[src/lmsw_pkg.sv]
package lmsw_pkg;

  // Geometry of the shadowed digit registers
  localparam int unsigned ROWS       = 8;
  localparam int unsigned DIGIT_BASE = 1;
  localparam int unsigned ROW_W      = (ROWS > 1) ? $clog2(ROWS) : 1;
  localparam int unsigned COL_W      = 3;

  localparam logic [7:0] DIGIT_LO = 8'(DIGIT_BASE);
  localparam logic [7:0] DIGIT_HI = 8'(DIGIT_BASE + ROWS);

  // Command kinds
  localparam logic [2:0] KIND_SET_LED    = 3'd0;
  localparam logic [2:0] KIND_SET_ROW    = 3'd1;
  localparam logic [2:0] KIND_SET_COL    = 3'd2;
  localparam logic [2:0] KIND_WRITE_CHAR = 3'd3;
  localparam logic [2:0] KIND_RAW_WRITE  = 3'd4;
  localparam logic [2:0] KIND_CLEAR      = 3'd5;

  typedef struct packed {
    logic [2:0] kind;
    logic [7:0] row_index;
    logic [7:0] column_index;
    logic       led_on;
    logic [7:0] pattern;
    logic       dot_on;
    logic [7:0] raw_address;
  } in_item_t;

  typedef struct packed {
    logic [7:0] reg_addr;
    logic [7:0] reg_data;
    logic       last;
  } out_item_t;

  // Controller to datapath
  typedef struct packed {
    logic             load;
    logic             step;
    logic             flush;
    logic [ROW_W-1:0] idx;
  } dp_cmd_t;

  // Datapath to controller
  typedef struct packed {
    logic emit;
    logic hold_valid;
    logic out_free;
    logic multi;
  } dp_sts_t;

  // Seven-segment font; unknown codes are blank
  function automatic logic [7:0] font_lookup(input logic [7:0] code);
    logic [7:0] seg;
    seg = 8'h00;
    case (code)
      8'h30: seg = 8'h7E;  8'h31: seg = 8'h30;  8'h32: seg = 8'h6D;
      8'h33: seg = 8'h79;  8'h34: seg = 8'h33;  8'h35: seg = 8'h5B;
      8'h36: seg = 8'h5F;  8'h37: seg = 8'h70;  8'h38: seg = 8'h7F;
      8'h39: seg = 8'h7B;
      8'h61, 8'h41: seg = 8'h77;
      8'h62, 8'h42: seg = 8'h1F;
      8'h63: seg = 8'h0D;  8'h43: seg = 8'h4E;
      8'h64, 8'h44: seg = 8'h3D;
      8'h65, 8'h45: seg = 8'h4F;
      8'h66, 8'h46: seg = 8'h47;
      8'h67, 8'h47: seg = 8'h5E;
      8'h68, 8'h48: seg = 8'h17;
      8'h69: seg = 8'h04;  8'h49: seg = 8'h06;
      8'h6A: seg = 8'h18;  8'h4A: seg = 8'h38;
      8'h6B, 8'h4B: seg = 8'h07;
      8'h6C, 8'h4C: seg = 8'h0E;
      8'h6D, 8'h4D: seg = 8'h76;
      8'h6E, 8'h4E: seg = 8'h15;
      8'h6F: seg = 8'h1D;  8'h4F: seg = 8'h7E;
      8'h70, 8'h50: seg = 8'h67;
      8'h71, 8'h51: seg = 8'h73;
      8'h72: seg = 8'h05;  8'h52: seg = 8'h86;
      8'h73, 8'h53: seg = 8'h5B;
      8'h74, 8'h54: seg = 8'h0F;
      8'h75, 8'h55: seg = 8'h3E;
      8'h76, 8'h56: seg = 8'h1C;
      8'h77, 8'h57: seg = 8'h2A;
      8'h78, 8'h58: seg = 8'h37;
      8'h79, 8'h59: seg = 8'h3B;
      8'h7A, 8'h5A: seg = 8'h69;
      8'h2D: seg = 8'h01;  8'h5F: seg = 8'h08;
      8'h2E: seg = 8'h80;  8'h2F: seg = 8'h24;
      default: seg = 8'h00;
    endcase
    return seg;
  endfunction

endpackage

[src/lmsw_datapath.sv]
module lmsw_datapath import lmsw_pkg::*; (
  input  logic      clk_i,
  input  logic      rst_ni,
  input  in_item_t  in_data_i,
  input  dp_cmd_t   cmd_i,
  output dp_sts_t   sts_o,
  input  logic      out_stall_i,
  output logic      out_valid_o,
  output out_item_t out_data_o
);

  // Latched command, indices already saturated
  logic [2:0]       kind_q;
  logic [ROW_W-1:0] row_q;
  logic [COL_W-1:0] col_q;
  logic             on_q;
  logic [7:0]       pat_q;
  logic             dot_q;
  logic [7:0]       raw_q;

  logic [7:0]       cache_q [ROWS];

  out_item_t        hold_q, hold_d;
  logic             hold_valid_q, hold_valid_d;
  out_item_t        out_q, out_d;
  logic             out_valid_q, out_valid_d;

  logic [ROW_W-1:0] slot;
  logic [7:0]       data;
  logic [7:0]       addr;
  logic             in_range;
  logic             active;
  logic             emit;

  always_ff @(posedge clk_i) begin
    if (cmd_i.load) begin
      kind_q <= in_data_i.kind;
      row_q  <= (in_data_i.row_index > 8'(ROWS - 1)) ? ROW_W'(ROWS - 1)
                                                      : in_data_i.row_index[ROW_W-1:0];
      col_q  <= (|in_data_i.column_index[7:COL_W]) ? {COL_W{1'b1}}
                                                    : in_data_i.column_index[COL_W-1:0];
      on_q   <= in_data_i.led_on;
      pat_q  <= in_data_i.pattern;
      dot_q  <= in_data_i.dot_on;
      raw_q  <= in_data_i.raw_address;
    end
  end

  // Candidate frame for the current step
  always_comb begin
    slot     = row_q;
    data     = pat_q;
    in_range = 1'b1;
    active   = 1'b1;
    case (kind_q)
      KIND_SET_LED: begin
        data        = cache_q[row_q];
        data[col_q] = on_q;
      end
      KIND_SET_ROW: begin
        data = pat_q;
      end
      KIND_SET_COL: begin
        slot        = cmd_i.idx;
        data        = cache_q[cmd_i.idx];
        data[col_q] = pat_q[cmd_i.idx];
      end
      KIND_WRITE_CHAR: begin
        data = font_lookup(pat_q) | {dot_q, 7'b0};
      end
      KIND_RAW_WRITE: begin
        in_range = (raw_q >= DIGIT_LO) && (raw_q < DIGIT_HI);
        slot     = ROW_W'(raw_q - DIGIT_LO);
      end
      KIND_CLEAR: begin
        slot = cmd_i.idx;
        data = 8'h00;
      end
      default: begin
        active = 1'b0;
      end
    endcase
    addr = (kind_q == KIND_RAW_WRITE) ? raw_q : DIGIT_LO + 8'(slot);
    emit = active && (!in_range || (cache_q[slot] != data));
  end

  always_ff @(posedge clk_i or negedge rst_ni) begin
    if (!rst_ni) begin
      for (int i = 0; i < ROWS; i++) begin
        cache_q[i] <= 8'hFF;
      end
    end else if (cmd_i.step && emit && in_range) begin
      cache_q[slot] <= data;
    end
  end

  // Hold the newest frame until the next one (or the end) tells whether it is last
  always_comb begin
    out_valid_d  = out_valid_q && out_stall_i;
    out_d        = out_q;
    hold_valid_d = hold_valid_q;
    hold_d       = hold_q;
    if (cmd_i.step && emit) begin
      if (hold_valid_q) begin
        out_d       = hold_q;
        out_d.last  = 1'b0;
        out_valid_d = 1'b1;
      end
      hold_d.reg_addr = addr;
      hold_d.reg_data = data;
      hold_d.last     = 1'b0;
      hold_valid_d    = 1'b1;
    end
    if (cmd_i.flush) begin
      out_d        = hold_q;
      out_d.last   = 1'b1;
      out_valid_d  = 1'b1;
      hold_valid_d = 1'b0;
    end
  end

  always_ff @(posedge clk_i or negedge rst_ni) begin
    if (!rst_ni) begin
      out_valid_q  <= 1'b0;
      hold_valid_q <= 1'b0;
    end else begin
      out_valid_q  <= out_valid_d;
      hold_valid_q <= hold_valid_d;
    end
  end

  always_ff @(posedge clk_i) begin
    out_q  <= out_d;
    hold_q <= hold_d;
  end

  assign sts_o.emit       = emit;
  assign sts_o.hold_valid = hold_valid_q;
  assign sts_o.out_free   = !out_valid_q || !out_stall_i;
  assign sts_o.multi      = (kind_q == KIND_SET_COL) || (kind_q == KIND_CLEAR);

  assign out_valid_o = out_valid_q;
  assign out_data_o  = out_q;

endmodule

[src/lmsw_controller.sv]
module lmsw_controller import lmsw_pkg::*; (
  input  logic    clk_i,
  input  logic    rst_ni,
  input  logic    in_valid_i,
  output logic    in_stall_o,
  input  dp_sts_t sts_i,
  output dp_cmd_t cmd_o
);

  localparam logic [1:0] ST_IDLE  = 2'd0;
  localparam logic [1:0] ST_WALK  = 2'd1;
  localparam logic [1:0] ST_FLUSH = 2'd2;

  localparam logic [ROW_W-1:0] LAST_IDX = ROW_W'(ROWS - 1);

  logic [1:0]       state_q, state_d;
  logic [ROW_W-1:0] idx_q, idx_d;
  logic             can_step;

  // A kept frame must leave before a new one replaces it
  assign can_step = !sts_i.emit || !sts_i.hold_valid || sts_i.out_free;

  always_comb begin
    state_d     = state_q;
    idx_d       = idx_q;
    cmd_o.load  = 1'b0;
    cmd_o.step  = 1'b0;
    cmd_o.flush = 1'b0;
    cmd_o.idx   = idx_q;
    case (state_q)
      ST_IDLE: begin
        if (in_valid_i) begin
          cmd_o.load = 1'b1;
          idx_d      = '0;
          state_d    = ST_WALK;
        end
      end
      ST_WALK: begin
        if (can_step) begin
          cmd_o.step = 1'b1;
          if (!sts_i.multi || idx_q == LAST_IDX) begin
            state_d = ST_FLUSH;
          end else begin
            idx_d = idx_q + 1'b1;
          end
        end
      end
      ST_FLUSH: begin
        if (!sts_i.hold_valid) begin
          state_d = ST_IDLE;
        end else if (sts_i.out_free) begin
          cmd_o.flush = 1'b1;
          state_d     = ST_IDLE;
        end
      end
      default: begin
        state_d = ST_IDLE;
      end
    endcase
  end

  always_ff @(posedge clk_i or negedge rst_ni) begin
    if (!rst_ni) begin
      state_q <= ST_IDLE;
      idx_q   <= '0;
    end else begin
      state_q <= state_d;
      idx_q   <= idx_d;
    end
  end

  assign in_stall_o = (state_q != ST_IDLE);

endmodule

[src/led_matrix_shadow_writer.sv]
// Command front end for an 8x8 LED matrix / 8-digit display driver. Each accepted
// command beat (set LED, set row, set column, write character, raw write, clear)
// becomes zero to eight register-frame beats of (reg_addr, reg_data, last) on the
// output. A shadow copy of the digit registers (reset to 0xFF) drops any digit write
// whose data the register already holds, so a command may give no frame at all;
// last marks the final frame of a command. Row and column indices saturate to 7.
// Timing: one row of the shadow is visited per cycle unless a backed-up output pauses
// the walk; a command walks one row, or every row for set column and clear. in_stall_o
// stays high for all the time a command occupies the block but the accepting cycle.
// A stalled output holds at most one frame in the output register plus one kept
// back to learn whether it is the last; a backed-up output simply pauses the row
// walk and the final flush.
module led_matrix_shadow_writer import lmsw_pkg::*; (
  input  logic      clk_i,
  input  logic      rst_ni,
  input  logic      in_valid_i,
  output logic      in_stall_o,
  input  in_item_t  in_data_i,
  output logic      out_valid_o,
  input  logic      out_stall_i,
  output out_item_t out_data_o
);

  dp_cmd_t dp_cmd;
  dp_sts_t dp_sts;

  // Sequence the row walk and the final flush
  lmsw_controller u_ctrl (
    .clk_i      (clk_i),
    .rst_ni     (rst_ni),
    .in_valid_i (in_valid_i),
    .in_stall_o (in_stall_o),
    .sts_i      (dp_sts),
    .cmd_o      (dp_cmd)
  );

  // Shadow registers, frame building and output staging
  lmsw_datapath u_dp (
    .clk_i       (clk_i),
    .rst_ni      (rst_ni),
    .in_data_i   (in_data_i),
    .cmd_i       (dp_cmd),
    .sts_o       (dp_sts),
    .out_stall_i (out_stall_i),
    .out_valid_o (out_valid_o),
    .out_data_o  (out_data_o)
  );

endmodule

[config.mk]
export PLATFORM = sky130hd
export DESIGN_NAME = led_matrix_shadow_writer
export DESIGN_NICKNAME = d
export VERILOG_FILES = /design/src/lmsw_pkg.sv /design/src/lmsw_datapath.sv /design/src/lmsw_controller.sv /design/src/led_matrix_shadow_writer.sv
export SDC_FILE = /design/constraint.sdc
export NUM_CORES = 1
export LEC_CHECK = 0
export ABC_CLOCK_PERIOD_IN_PS = 6100
export BUFFER_PORTS_ARGS = -buffer_cell sky130_fd_sc_hd__buf_2
export CAP_MARGIN = 20
export CORE_MARGIN = 1.5
export CORE_UTILIZATION = 60
export DETAILED_ROUTE_END_ITERATION = 8
export PLACE_DENSITY = 0.78
export SLEW_MARGIN = 20
export SYNTH_ARGS = -nofsm -noshare
export SYNTH_HDL_FRONTEND = slang
export SYNTH_SLANG_ARGS = --single-unit
[constraint.sdc]
create_clock -name clk_i -period 6.1 [get_ports clk_i]
set_input_delay 0 -clock clk_i [delete_from_list [all_inputs] [get_ports clk_i]]
set_output_delay 0 -clock clk_i [all_outputs]
set_load 0.005 [all_outputs]
# Yosys cells after proc, flatten, opt, wreduce, memory -nomap -nowiden
# Memories as Yosys holds them, arrays and structs flattened. A register that Yosys moved wholly into a read port is not among the register bits.
# Index checks and enable logic that the tools add are counted.
totals:
  romBits: 1024
  latch_bits: 0
  ff_bits: 131
  word_cells: 139
  out_inout_bits: 19
  mem_bits_rw: 0
  inputBits: 41
  n_memories: 1
op_classes:
  bitwise: 4
  magnitude_cmp: 10
  eq_ne: 14
  div: 0
  multipliers: 0
  n_reduce_logical: 32
  add_sub_neg: 3
  shift: 0
  n_mux: 51
mem_list:
  columns: ["memory", "words", "width", "read_ports", "rd_ports_with_merged_regs", "wr", "line", "rtl"]
  rows:
  - ["(name not given)", 128, 8, 1, 1, 0, "lmsw_pkg.sv:56", "case (code)"]
op_table:
  columns: ["op", "n"]
  rows:
  - ["two-way mux 8 bit", 10]
  - ["binary-select mux 8 bit (select 3 bit)", 3]
  - ["bitwise mux 64 bit", 1]
  - ["two-way mux 17 bit", 3]
  - ["one-hot mux 8 bit (4 select lines)", 1]
  - ["demux 8 bit (select 3 bit)", 1]
  - ["bitwise mux 8 bit", 2]
  - ["two-way mux 1 bit", 16]
  - [">= comparator 4 bit (second input constant)", 3]
  - ["NOT 3 -> 4 bit", 3]
  - ["one-hot mux 3 bit (2 select lines)", 2]
  - ["two-way mux 2 bit", 5]
  - ["== test 3 bit (second input constant)", 3]
  - ["two-way mux 3 bit", 3]
  - [">= comparator 8 x 1 -> 1 bit (second input constant)", 1]
  - ["> comparator 8 x 3 -> 1 bit (second input constant)", 1]
  - ["less-than comparator 3 x 4 -> 1 bit (second input constant)", 2]
  - ["less-than comparator 8 x 4 -> 1 bit (second input constant)", 1]
  - ["!= test 8 bit", 1]
  - ["OR 8 bit", 1]
  - ["AND reduction 4 bit", 2]
  - ["nonzero test 2 bit", 4]
  - ["logical AND 1 bit", 7]
  - ["two-way mux 7 bit", 1]
  - ["other kinds (23)", 37]

# Depth between registers and ports, before layout
# Gate-level depths: netlist of the first run.
logic_depth:
  word_depth: 18
  depth_mapped: 16
  depth_no_buf: 14

# Hierarchy
# Synthesis of the first run repeated with hierarchy kept, for this count alone.
unflattened:
  cells_unflattened: 793
  area_unflattened_um2: 8992.4
by_module_without_submodules:
  columns: ["mod", "instances", "cells_per_inst", "seq_area_each_um2", "area_per_inst_um2"]
  rows:
  - ["lmsw_datapath", 1, 758, 3683.5, 8673.3]
  - ["lmsw_controller", 1, 35, 125.1, 319.1]

# Least setup slack after synthesis of the first run
# OpenSTA, ideal clock, no wires.
synth_timing:
  kind: "register -> register"
  from: "register u_dp.raw_q[0]"
  to: "register u_dp.hold_q[10] (netlist bit), enable pin"
  path_stages_with_launch: 16
  path_slack_ns: 2.349
  t_arrival_ns: 3.377
  n_path_buf: 2
  t_required_ns: 5.726
  synth_period_minus_slack_ns: 3.751
  setup_ns: 0.374
  path_cell_list: "edfxtp_1 -> inv_1 -> ha_1 -> or4b_1 -> o211ai_2 -> nor2_1 -> inv_2 -> buf_4 -> nor2_1 -> a32o_1 -> or3_1 -> o211ai_1 -> nor4_4 -> a211oi_4 -> buf_6 -> and2_1"
synth_between:
  elab_chain_len: 15
  elab_cells_between_ends: 20
  classes_between: "add/sub (1); order compare (2); eq/ne (1); mux (7); bitwise (1); reduce/logical (8)"
synth_rtl:
  columns: ["item", "line", "rtl"]
  rows:
  - ["start: declaration", "lmsw_datapath.sv:19", "logic [7:0] raw_q;"]
  - ["start signal: assignment", "lmsw_datapath.sv:45", "raw_q <= in_data_i.raw_address;"]
  - ["subtractor 3 x 1 -> 3 bit", "lmsw_datapath.sv:73", "slot = ROW_W'(raw_q - DIGIT_LO);"]
  - ["one-hot mux 3 bit (2 select lines)", "lmsw_datapath.sv:55", "case (kind_q)"]
  - ["NOT 3 -> 4 bit (not written as such)", "lmsw_datapath.sv:84", "emit = active && (!in_range || (cache_q[slot] != data));"]
  - ["binary-select mux 8 bit (select 3 bit)", "lmsw_datapath.sv:84", null]
  - ["two-way mux 8 bit (not written as such) (2 in series)", "lmsw_datapath.sv:84", null]
  - ["!= test 8 bit", "lmsw_datapath.sv:84", null]
  - ["logical OR 1 bit (*)", "lmsw_datapath.sv:84", null]
  - ["logical AND 1 bit (*)", "lmsw_datapath.sv:84", null]
  - ["zero test 1 bit", "lmsw_controller.sv:21", "assign can_step = !sts_i.emit || !sts_i.hold_valid || sts_i.out_free;"]
  - ["logical OR 1 bit (2 in series)", "lmsw_controller.sv:21", null]
  - ["two-way mux 1 bit", "lmsw_controller.sv:39", "if (can_step) begin"]
  - ["two-way mux 1 bit", "lmsw_controller.sv:30", "case (state_q)"]
  - ["logical AND 1 bit (*)", "lmsw_datapath.sv:103", "if (cmd_i.step && emit) begin"]
  - ["end signal: assignment", "lmsw_datapath.sv:134", "hold_q <= hold_d;"]
  - ["end: declaration", "lmsw_datapath.sv:23", "out_item_t hold_q, hold_d;"]
# Every way passes the cells marked *; elsewhere a longest branch is shown, timed or not. The select of a mux whose other input is x is not followed.
# A chain may end at the register's enable or synchronous reset.

==> results_dict.tcl, run 1 <==
set metrics [dict create \
    routed_wl_mm 24.30 \
    cts_tree "yes" \
    die_y_um 124.0 \
    die_x_um 124.0 \
    grt_pass1_wl_mm 38.20 \
    drive_gt1_frac 0.3087 \
    grt_max_degree 72 \
    num_rows 44 \
    antenna_found_initial 0 \
    synth_ff_type "dfstp_2" \
    fin_ws_ns 0.7336 \
    diodes 0 \
    core_mm2 0.01442 \
    insertion_delay_ns 0.42 \
    final-hold-violation-count 0 \
    slowest_delay_ns 0.88 \
    setup_viol 0 \
    skew_ns 0.008089 \
    globalplace.congestion 1.018 \
    fin_setup_tns_ns 0 \
    ant_nets 0 \
    pwr_density_cell_mw_per_mm2 484.8 \
    fillers 1033 \
    synth_largest_area_cell "edfxtp_1" \
    syn-num-nets 829 \
    final_cells 1049 \
    max_freq_ghz 0.1863 \
    layout.nets 904 \
    fin_crit_ns 5.366 \
    path_max_fanout 32 \
    rrSetupSlack_ns 0.73 \
    fin_hold_ws_ns 0.01440 \
    wl_per_cell_um 23.17 \
    dp.cells 982 \
    drtIter0Drc 760 \
    vias 7068 \
    seq_area_frac_synth 0.4336 \
    async_flop_share 0.5108 \
    synth_area_per_cell_um2 11.30 \
    critPathTopFamily "simple AND/OR/NAND/NOR gates" \
    slew_headroom 0.3519 \
    syn_area_mm2 0.008783 \
    via_per_inst 6.738 \
    netlist_instances 777 \
    io_buffer_count 59 \
    cts_buffer_depth 2 \
    worstSetupStartpoint "u_dp.kind_q[2]" \
    leakagePower_nw 3.819 \
    tightest_slew_ns 0.9722 \
    overflow 0 \
    preCtsSetupSlack_ns 0.8427 \
    synth_top_area_share 0.2017 \
    critical_path_buf_inv_count 2 \
    synth.distinct_cells 86 \
    maxCapViolations 0 \
    cp_slowest_cell "edfxtp_1" \
    io_pins 60 \
    yosys-top-cells-count "dfstp_2 (64), edfxtp_1 (59), nand2_1 (53)" \
    drt_first_pass_iters 5 \
    worstPathArrival_ns 5.54 \
    total_power_mw 4.888 \
    yosysMostFrequentCell "dfstp_2" \
    synth_edf_count 59 \
    path_cells "or3b_1, a21boi_4, nor2_1, inv_2, o2111ai_1, nand4_1, xnor2_1, or2_1, nor4_4, a211oi_4, buf_4, o211a_1, and2_1" \
    clkSinkCount 139 \
    dp_hpwl_mm 16.56 \
    ctsRootBufferMaster "clkbuf_16" \
    fin_area_mm2 0.01008 \
    start_util 0.6090 \
    drc_errors 0 \
    postLayoutCoreUtil 0.6990 \
    hp-class "input port to register" \
    placed_area_mm2 0.009100 \
    grt_usage 0.3367 \
    yosys-top-cells-area "edfxtp_1 (20%), dfstp_2 (19%), mux4_2 (6.2%)" \
    min_period_over_period 0.8797 \
    critPathRequiredTime_ns 6.28 \
    end_kind "register" \
    htreeDepth 4 \
    rsz0062_at_grt "no" \
    synth-seq-cells 139 \
    min_from "in_valid_i" \
    slew_violations 0 \
    area_growth_pct 14.79 \
    ctsResizeCount 0 \
    setup.worst_path.class "register to register" \
    cp-start-kind "register" \
    numCtsBuffers 17 \
    die_area_mm2 0.01537 \
    ir_worst_vdd_mv 0.3329 \
    path_clk_slew_ns 0.06 \
    status "completed" \
    ys_warn_count 0 \
    grt_pass1_vias 6953 \
    rr_startpoint "u_dp.kind_q[2]" \
]
-- registers in the layout, indices dropped and copies added, names as in the netlist, named ones only --
register,flops
u_ctrl.state_q,2
u_dp.on_q,1
u_dp.hold_q,16
u_dp.row_q,3
u_dp.col_q,3
u_dp.out_valid_o,1
u_dp.cache_q,64
u_ctrl.idx_q,3
u_dp.raw_q,8
u_dp.out_data_o,17
u_dp.pat_q,8
u_dp.hold_valid_q,1
u_dp.kind_q,3
u_dp.dot_q,1
-- layout by cell type (no fill, tap or decap), types with 5 or more instances in the layout --
cell | synthesis | layout
dfstp_2 | 64 | 64
buf_2 | 17 | 59
edfxtp_1 | 59 | 59
nand2_1 | 53 | 53
mux2_2 | 46 | 46
mux2_1 | 42 | 42
o21ai_0 | 41 | 41
nor2_1 | 41 | 40
dlygate4sd3_1 | 0 | 35
mux2i_1 | 34 | 33
nand3_1 | 32 | 32
a21oi_1 | 31 | 31
mux4_2 | 24 | 24
and2_1 | 24 | 24
clkbuf_16 | 0 | 18
nand4_1 | 17 | 17
nor3_1 | 16 | 16
o22ai_1 | 14 | 14
nor2b_1 | 12 | 12
buf_4 | 8 | 12
inv_1 | 11 | 11
or3_1 | 11 | 11
ha_1 | 11 | 11
dfxtp_1 | 9 | 9
a31oi_1 | 8 | 8
o211ai_1 | 7 | 7
dfrtp_1 | 7 | 7
and3_1 | 6 | 6
nand2b_1 | 6 | 6
nand3_4 | 6 | 6
nor3b_1 | 5 | 5
-- worst min-delay path, delay by kind of cell --
family	cells	cell delay, ns
compound gates	1	0.16
mux	1	0.09
buf+inv	2	0.14
-- layout make-up --
class                      instances  area (um^2)  area share
clock inverter                    12        160.2     0.01588
multi-input combinational        572         4619      0.4582
clock buffer                      20        467.9     0.04641
tap                              184        230.2     0.02283
sequential                       139         3809      0.3778
inverter                          16        60.06    0.005957
timing repair buffer             106        735.7     0.07297
-- kinds of logic (layout without fill, tap and decap cells) --
kind of cell	Yosys count	in the layout	share of synthesized area
AO/OA/AOI/OAI	157	157	0.1274
multiplexers	148	148	0.2165
adder cells (fa/ha/maj)	11	11	0.01567
flip-flops	139	139	0.4336
XOR/XNOR	5	5	0.004987
AND/OR/NAND/NOR	251	251	0.1601
buffers and inverters	66	154	0.04174
-- report_power, final --
| part | switching (mW) | internal, mW |
|---|---|---|
| Combinational | 1.10 | 0.848 |
| Clock | 0.409 | 0.683 |
| Sequential | 0.335 | 1.51 |
| Total | 1.85 | 3.04 |
-- worst paths after layout --
path                                      end  cells after the start
setup / recovery           u_dp.out_data_o[8]                     13
hold / removal                u_ctrl.idx_q[0]                      4
setup reg to reg           u_dp.out_data_o[8]                     13
hold reg to reg            u_dp.out_data_o[0]                      1
max in group asynchronous     u_ctrl.idx_q[1]                      3
min in group asynchronous     u_ctrl.idx_q[2]                      3
-- per-layer routing --
layer / routed length, um / global-route usage / up-vias
met4: 899 / 0.1385 / 0
met3: 2017 / 0.08379 / 93
li1: - / - / 3125
met1: 9991 / 0.4404 / 3441
met2: 11390 / 0.5369 / 409
met5: 0 / 0 / -
-- repair_timing --
action                    in CTS  in global routing
setup buffers                  0                  0
hold endpoints to repair      36                  0
hold buffers                  35                  0
Note: power is estimated with default switching activity, not from simulation.
==> run 2, diff against run 1 <==
- CORE_UTILIZATION: 60 -> 37
- PLACE_DENSITY: 0.78 -> 0.52
==> run 2 against run 1 <==
  * Hold slack gained 0.26 ns
  * Combinational power is essentially flat
  * Maximum frequency grew 1.1%
  * First-iteration DRC count shrank 22%
==> results_dict.tcl, run 2 (same netlist as run 1, synthesis figures left out) <==
set metrics [dict create \
    grt_usage 0.2119 \
    path_clk_slew_ns 0.07 \
    io_buffer_count 59 \
    critPathRequiredTime_ns 6.17 \
    regMostFlops "u_dp.cache_q" \
    grt_pass1_wl_mm 38.97 \
    via_per_inst 5.692 \
    maxCapViolations 0 \
    vias 6762 \
    placed_area_mm2 0.009291 \
    cp_slowest_cell "edfxtp_1" \
    combPwrFrac 0.401 \
    antenna_found_initial 0 \
    slew_violations 0 \
    grt_max_degree 72 \
    diodes 0 \
    wl_met2_mm 11.52 \
    path_cells "or3b_1, a21boi_4, nor2_1, inv_2, nand2_1, o22ai_1, or3_1, o211ai_1, nor4_4, a211oi_4, buf_4, and2_1" \
    io_pins 60 \
    fin_area_mm2 0.01026 \
    dp_hpwl_mm 17.08 \
    worstPathArrival_ns 5.37 \
    fin_setup_tns_ns 0 \
    fin_crit_ns 5.306 \
    overflow 0 \
    largest_reg_flops 64 \
    cts_buffer_depth 2 \
    final-hold-violation-count 0 \
    drtIter0Drc 594 \
    ctsResizeCount 0 \
    insertion_delay_ns 0.44 \
    routed_wl_mm 24.43 \
    area_growth_pct 16.81 \
    seq_power_share 0.379 \
    wl_met3_mm 1.280 \
    maxUsedRoutingLayer "met4" \
    end_kind "register" \
    max_freq_ghz 0.1885 \
    globalplace.congestion 0.9266 \
    fillers 2238 \
    postLayoutCoreUtil 0.4384 \
    core_mm2 0.02340 \
    slew_headroom 0.3166 \
    final_common_cell "dfstp_2" \
    start_util 0.3753 \
    setup_viol 0 \
    clkSinkCount 139 \
    die_x_um 157.1 \
    cts_setup_buffers 0 \
    min_period_over_period 0.8699 \
    p_clk_frac 0.220 \
    tightest_slew_ns 1.012 \
    slowest_delay_ns 0.96 \
    drc_errors 0 \
    leakagePower_nw 3.831 \
    drive_gt1_frac 0.3130 \
    hp-class "input port to register" \
    rsz0062_at_grt "no" \
    p_sw_mw 1.873 \
    htreeDepth 4 \
    num_rows 56 \
    drt_first_pass_iters 7 \
    wl_met1_mm 10.93 \
    setup.worst_path.class "register to register" \
    cts_tree "yes" \
    status "completed" \
    skew_ns 0.01491 \
    path_max_fanout 25 \
    mostFrequentLayoutCells "dfstp_2 (64), buf_2 (59), edfxtp_1 (59)" \
    p_int_mw 2.979 \
    p_sw_frac 0.3861 \
    ctsRootBufferMaster "clkbuf_16" \
    wl_per_cell_um 20.56 \
    fin_hold_ws_ns 0.2705 \
    die_area_mm2 0.02467 \
    numCtsBuffers 17 \
    grt_pass1_vias 6702 \
    layout.nets 908 \
    cp-start-kind "register" \
    die_y_um 157.1 \
    ant_nets 0 \
    pwr_density_cell_mw_per_mm2 472.9 \
    ir_worst_vdd_mv 0.1860 \
]
run 2: changes by cell type in the layout (fill, tap and decap cells not counted), moves of 2 or more:
cell      delta
buf_4        +3
clkinv_4     +2
inv_6        +2
inv_8        +2
run 2: final cells by class:
| class | instances | area (um^2) | area share |
|---|---|---|---|
| Clock buffer | 17 | 425.4 | 0.04146 |
| Clock inverter | 15 | 176.4 | 0.01720 |
| Inverter | 16 | 60.06 | 0.005854 |
| Multi-Input combinational cell | 572 | 4622 | 0.4505 |
| Sequential cell | 139 | 3809 | 0.3712 |
| Tap cell | 319 | 399.1 | 0.03890 |
| Timing Repair Buffer | 110 | 768.2 | 0.07488 |
run 2: metal layers:
metal / vias up / track usage
met1: 3344 / 0.2779
met5: - / 0
li1: 3131 / -
met2: 238 / 0.3401
met4: 0 / 0.08850
met3: 49 / 0.04405
run 2: through the flow:
step                      total power [mW]  setup slack [ns]  std cells
final                                4.852            0.7939       1188
after global routing                 5.164            0.3416       1188
after CTS                            4.863            0.7404       1188
after detailed placement             3.760            0.7341       1120
after global placement               3.757            0.8491       1120
after floorplan                      3.196             2.349        777
run 2: power by group through the flow:
stage	clock network [mW]	logic, mW	registers [mW]
CTS	1.09	1.94	1.83
global route	1.14	2.14	1.89
detailed placement	0	1.91	1.85
global placement	0	1.91	1.85
floorplan	0	1.51	1.68
finish	1.07	1.94	1.84
run 2: path summary, 6_finish.rpt:
kind | startpoint | endpoint | slack [ns] | cells after the start
max in group asynchronous | rst_ni | u_ctrl.idx_q[1] | 5.17 | 3
worst min register to register | u_dp.out_data_o[0] | u_dp.out_data_o[0] | 0.46 | 1
worst max-delay path | u_dp.kind_q[2] | u_dp.hold_q[10] | 0.79 | 12
worst min-delay path | in_data_i[7] | u_dp.raw_q[7] | 0.27 | 2
min in group asynchronous | rst_ni | u_dp.out_valid_o | 0.35 | 3
worst max register to register | u_dp.kind_q[2] | u_dp.hold_q[10] | 0.79 | 12
run 2: worst max-delay path: cells and delay by family, from the launching register on:
| family | cells | cell delay [ns] |
|---|---|---|
| AOI/OAI and AO/OA | 4 | 0.73 |
| buffers and inverters | 2 | 0.62 |
| DFF | 1 | 0.96 |
| and+or+nand+nor | 6 | 2.62 |
run 2: timing repair:
item / 4_1_cts / 5_1_grt
hold buffers: 36 / 0
endpoints found under the hold margin: 38 / 0
setup endpoints to repair: 0 / 0
